==> src/smvcsr_pkg.sv <==
// shared types and constants for the sparse matrix-vector row accumulator
`default_nettype none

package smvcsr_pkg;

  // operation codes of an input transaction
  localparam logic [1:0] OP_LOAD    = 2'd0;
  localparam logic [1:0] OP_NONZERO = 2'd1;
  localparam logic [1:0] OP_EMPTY   = 2'd2;

  // q16.16 saturation limits
  localparam logic [31:0] Q_MAX = 32'h7fff_ffff;
  localparam logic [31:0] Q_MIN = 32'h8000_0000;

  // result queue geometry
  localparam int unsigned FIFO_DEPTH = 4;
  localparam int unsigned FIFO_AW    = 2;
  localparam int unsigned FIFO_CW    = 3;

  // one finished row
  typedef struct packed {
    logic [31:0] row_sum;
    logic [11:0] row_number;
    logic        saturated;
  } result_t;

  // queue status toward the top level
  typedef struct packed {
    logic               out_valid;
    logic [FIFO_CW-1:0] count;
  } fifo_status_t;

endpackage : smvcsr_pkg

`default_nettype wire

==> src/smvcsr_out_fifo.sv <==
// small result queue that decouples the accumulator from the output stall
`default_nettype none

module smvcsr_out_fifo
  import smvcsr_pkg::*;
(
  input  wire logic         clk,
  input  wire logic         rst,
  input  wire logic         push,
  input  wire result_t      push_data,
  input  wire logic         pop,
  output fifo_status_t      status,
  output result_t           head
);

  result_t              entries [FIFO_DEPTH];
  logic [FIFO_AW-1:0]   wr_ptr;
  logic [FIFO_AW-1:0]   rd_ptr;
  logic [FIFO_CW-1:0]   count;

  // pointers and fill count
  always_ff @(posedge clk) begin
    if (rst) begin
      wr_ptr <= '0;
      rd_ptr <= '0;
      count  <= '0;
    end else begin
      if (push) begin
        wr_ptr <= wr_ptr + 1'b1;
      end
      if (pop) begin
        rd_ptr <= rd_ptr + 1'b1;
      end
      case ({push, pop})
        2'b10:   count <= count + 1'b1;
        2'b01:   count <= count - 1'b1;
        default: count <= count;
      endcase
    end
  end

  // entry storage
  always_ff @(posedge clk) begin
    if (push) begin
      entries[wr_ptr] <= push_data;
    end
  end

  assign head             = entries[rd_ptr];
  assign status.out_valid = (count != '0);
  assign status.count     = count;

endmodule : smvcsr_out_fifo

`default_nettype wire

==> config.mk <==
export PLATFORM = sky130hd
export DESIGN_NAME = smvcsr_out_fifo
export DESIGN_NICKNAME = d
export VERILOG_FILES = /design/src/smvcsr_pkg.sv /design/src/smvcsr_out_fifo.sv
export SDC_FILE = /design/constraint.sdc
export NUM_CORES = 1
export LEC_CHECK = 0
export BUFFER_PORTS_ARGS = -buffer_cell sky130_fd_sc_hd__buf_2
export CAP_MARGIN = 20
export CORE_ASPECT_RATIO = 1.75
export CORE_UTILIZATION = 55
export CTS_CLUSTER_SIZE = 25
export DETAILED_ROUTE_END_ITERATION = 10
export GPL_TIMING_DRIVEN = 1
export PLACE_DENSITY = 0.89
export SETUP_SLACK_MARGIN = 0.5
export SLEW_MARGIN = 25
export SYNTH_ARGS = -nofsm -noshare
export SYNTH_HDL_FRONTEND = slang
export SYNTH_SLANG_ARGS = --single-unit
==> constraint.sdc <==
create_clock -name clk -period 4.19 [get_ports clk]
set_clock_uncertainty 0.1 [all_clocks]
set_input_delay 0.838 -clock clk [delete_from_list [all_inputs] [get_ports clk]]
set_output_delay 0.838 -clock clk [all_outputs]
set_load 0.005 [all_outputs]
==> impl_results.md <==
- Total number of vias: 3082
- Slew Limit Fails: 0
- Achievable clock frequency: 323 MHz
- Slowest-stage cell, CP: dfxtp_4
- I/O pins: 98
- Hold Worst Slack: 0.425 ns
- Largest net degree at the start of global routing: 46
- CTS Hold Bufs: 0
- Arrival @ worst endpoint: 2.15 ns
- RSZ-0062 raised after global routing: false
- Setup TNS: 0 ns
- Clock tree buffer depth: 2
- Crit path time final: 3.09 ns
- Total core area: 12400 sq um
- Worst-Margin Slew: 0.877 ns
- Synth Instances: 277
- FF+latch area: 5590 sq um
- Multi-input logic area: 1260 sq um
- Chip Height: 151 um
- CTS clk-pin slew, worst paths: 0.07 ns
- Slew margin rel.: 41.5%
- Most frequent cells in the layout: 180 x edfxtp_1, 97 x buf_2, 40 x mux4_2
- Critical Path End Type: output port
- CTS tree: built
- Outcome: finished, final reports clean
- First-pass GRT wire length: 17.5 mm
- DP HPWL: 7.25 mm
- Final instance area: 8130 sq um
- Type of origin of the critical path: flop
- Post-Layout Cell Count: 566
- Worst Path Required: 3.25 ns
- Postcts setup bufs: 0
- Fill cells: 855
- CTS root buf: clkbuf_16
- Synth-to-layout area growth: 16.6%
- Final setup fails: 0
- Number of max-cap violations: 0
- Num Clock Sinks: 189
- Antenna violations before repair: 3
- Worst Setup Path Type: flop to output port
- Pwr/cell area: 494 nW/um^2
- GR Util All Layers: 19.0%
- ANT nets after route: 0
- Synth cell types: 21
- Post-Route WL: 11.7 mm
- IO buf count: 97
- First-iteration detailed-routing DRC count: 165
- Pleak: 2.78 nW
- Register area share after synthesis: 80.1%
- Post-cts sizing count: 0
- Final nets: 439
- Synth warn: 0
- Synth Cell Area: 6970 sq um
- Most common cell after layout, fill and taps aside: edfxtp_1
- Clock Latency Late Sink: 0.41 ns
- Residual DRC: 0
- Register bit total from synthesis: 189
- Grt ovf: 0
- CP peak stage delay: 0.93 ns
- Cell depth of the worst hold path: 2
- # H-tree levels: 4
- Tcrit/Tclk final: 73.8%
- Die area: 13200 sq um
- DP Area: 7580 sq um
- Hold Path Class: flop to flop
- Post-layout power: 4.02 mW
- Layout cells sized above 1: 44.2%
- Rows: 54
- Final Wtd Congestion: 0.686
- Post-Syn Area per Cell: 25.2 sq um
- Dpl cells: 533
- Die W: 87.1 um
- Vias in the first global route: 3207
- Num CTS Buffers: 17
- DR WL/cell: 20.6 um
- Synth Net Count: 332
- CP cell instances: mux4_1 > buf_2
- Worst Setup Slack, final: 1.10 ns
- Dpl ws: 1.46 ns
- Layout Utilization: 65.4%
- Maximum vdd drop: 0.338 mV
- Crit Path Max Fanout: 45
- Starting Density: 56.1%
- Final Hold Viols: 0
- First-pass DRT Iterations: 5
- R2R cell count: 4
- Vias per cell: 5.45
## metal layers
metal / wire [um] / up-vias / GRT usage (%)
met5: 10 / - / 0
met4: 295 / 2 / 9.02
met3: 516 / 20 / 5.50
met2: 6550 / 90 / 32.2
met1: 4290 / 1585 / 22.1
li1: - / 1385 / -
## cells by family (layout without fill, tap and decap cells)
| kind of cell | Yosys count | after routing | share of synthesized area [%] |
|---|---|---|---|
| DFF | 189 | 189 | 80.1 |
| AOI/OAI and AO/OA | 2 | 2 | 0.143 |
| other | 0 | 2 | 0 |
| muxes | 47 | 47 | 15.1 |
| buffers and inverters | 14 | 133 | 1.88 |
| adders and majority gates | 6 | 6 | 1.18 |
| and+or+nand+nor | 14 | 14 | 0.969 |
| xor gates and xnor gates | 5 | 5 | 0.628 |
## synth_stat cells
library cell,number,area [sq um]
mux4_1,5,131
fa_1,1,20.0
a21oi_1,1,5.00
clkbuf_2,1,5.00
buf_12,4,80.1
buf_6,1,11.3
inv_1,3,11.3
mux2i_1,2,20.0
dfxtp_1,9,180
nor2_1,7,26.3
or3_1,2,12.5
and2_1,4,25.0
ha_1,5,62.6
clkbuf_1,1,3.75
xnor2_1,3,26.3
nand2_1,1,3.75
mux4_2,40,901
edfxtp_1,180,5410
o21ai_0,1,5.00
buf_2,4,20.0
xor2_1,2,17.5
## state kept, by name, indices dropped and copies added (netlist names), named ones only
| register | cells |
|---|---|
| entries | 180 |
| count | 3 |
| wr_ptr | 2 |
| rd_ptr | 2 |
## where the power goes
| group | total, mW | internal, mW | switching (mW) |
|---|---|---|---|
| combinational | 0.322 | 0.178 | 0.144 |
| clock | 1.47 | 0.819 | 0.646 |
| sequential | 2.23 | 2.17 | 0.0649 |
## final cells by class
| cell class | count | share of cell area, % |
|---|---|---|
| sequential | 189 | 68.8 |
| multi-input combinational | 74 | 15.5 |
| timing repair buffer | 99 | 6.16 |
| clock buffer | 18 | 5.28 |
| tap | 168 | 2.59 |
| clock inverter | 13 | 1.45 |
| inverter | 3 | 0.139 |
| antenna | 2 | 0.0616 |
## critical path, delay by kind of cell, from the launching register on
family / cells / cell delay, ns
flip-flops: 1 / 0.93
multiplexers: 1 / 0.65
buffers and inverters: 1 / 0.14
## path summary, 6_finish.rpt
| path | start | endpoint | slack [ns] |
|---|---|---|---|
| max | flop | head[31] | 1.10 |
| max reg2reg | wr_ptr[0]$_SDFFE_PP0P_ | entries[0][29]$_DFFE_PP_ | 2.19 |
| min reg2reg | count[2]$_SDFFE_PP0P_ | count[2]$_SDFFE_PP0P_ | 0.42 |
| min | count[2]$_SDFFE_PP0P_ | count[2]$_SDFFE_PP0P_ | 0.42 |
Note: power is estimated with default switching activity, not from simulation.
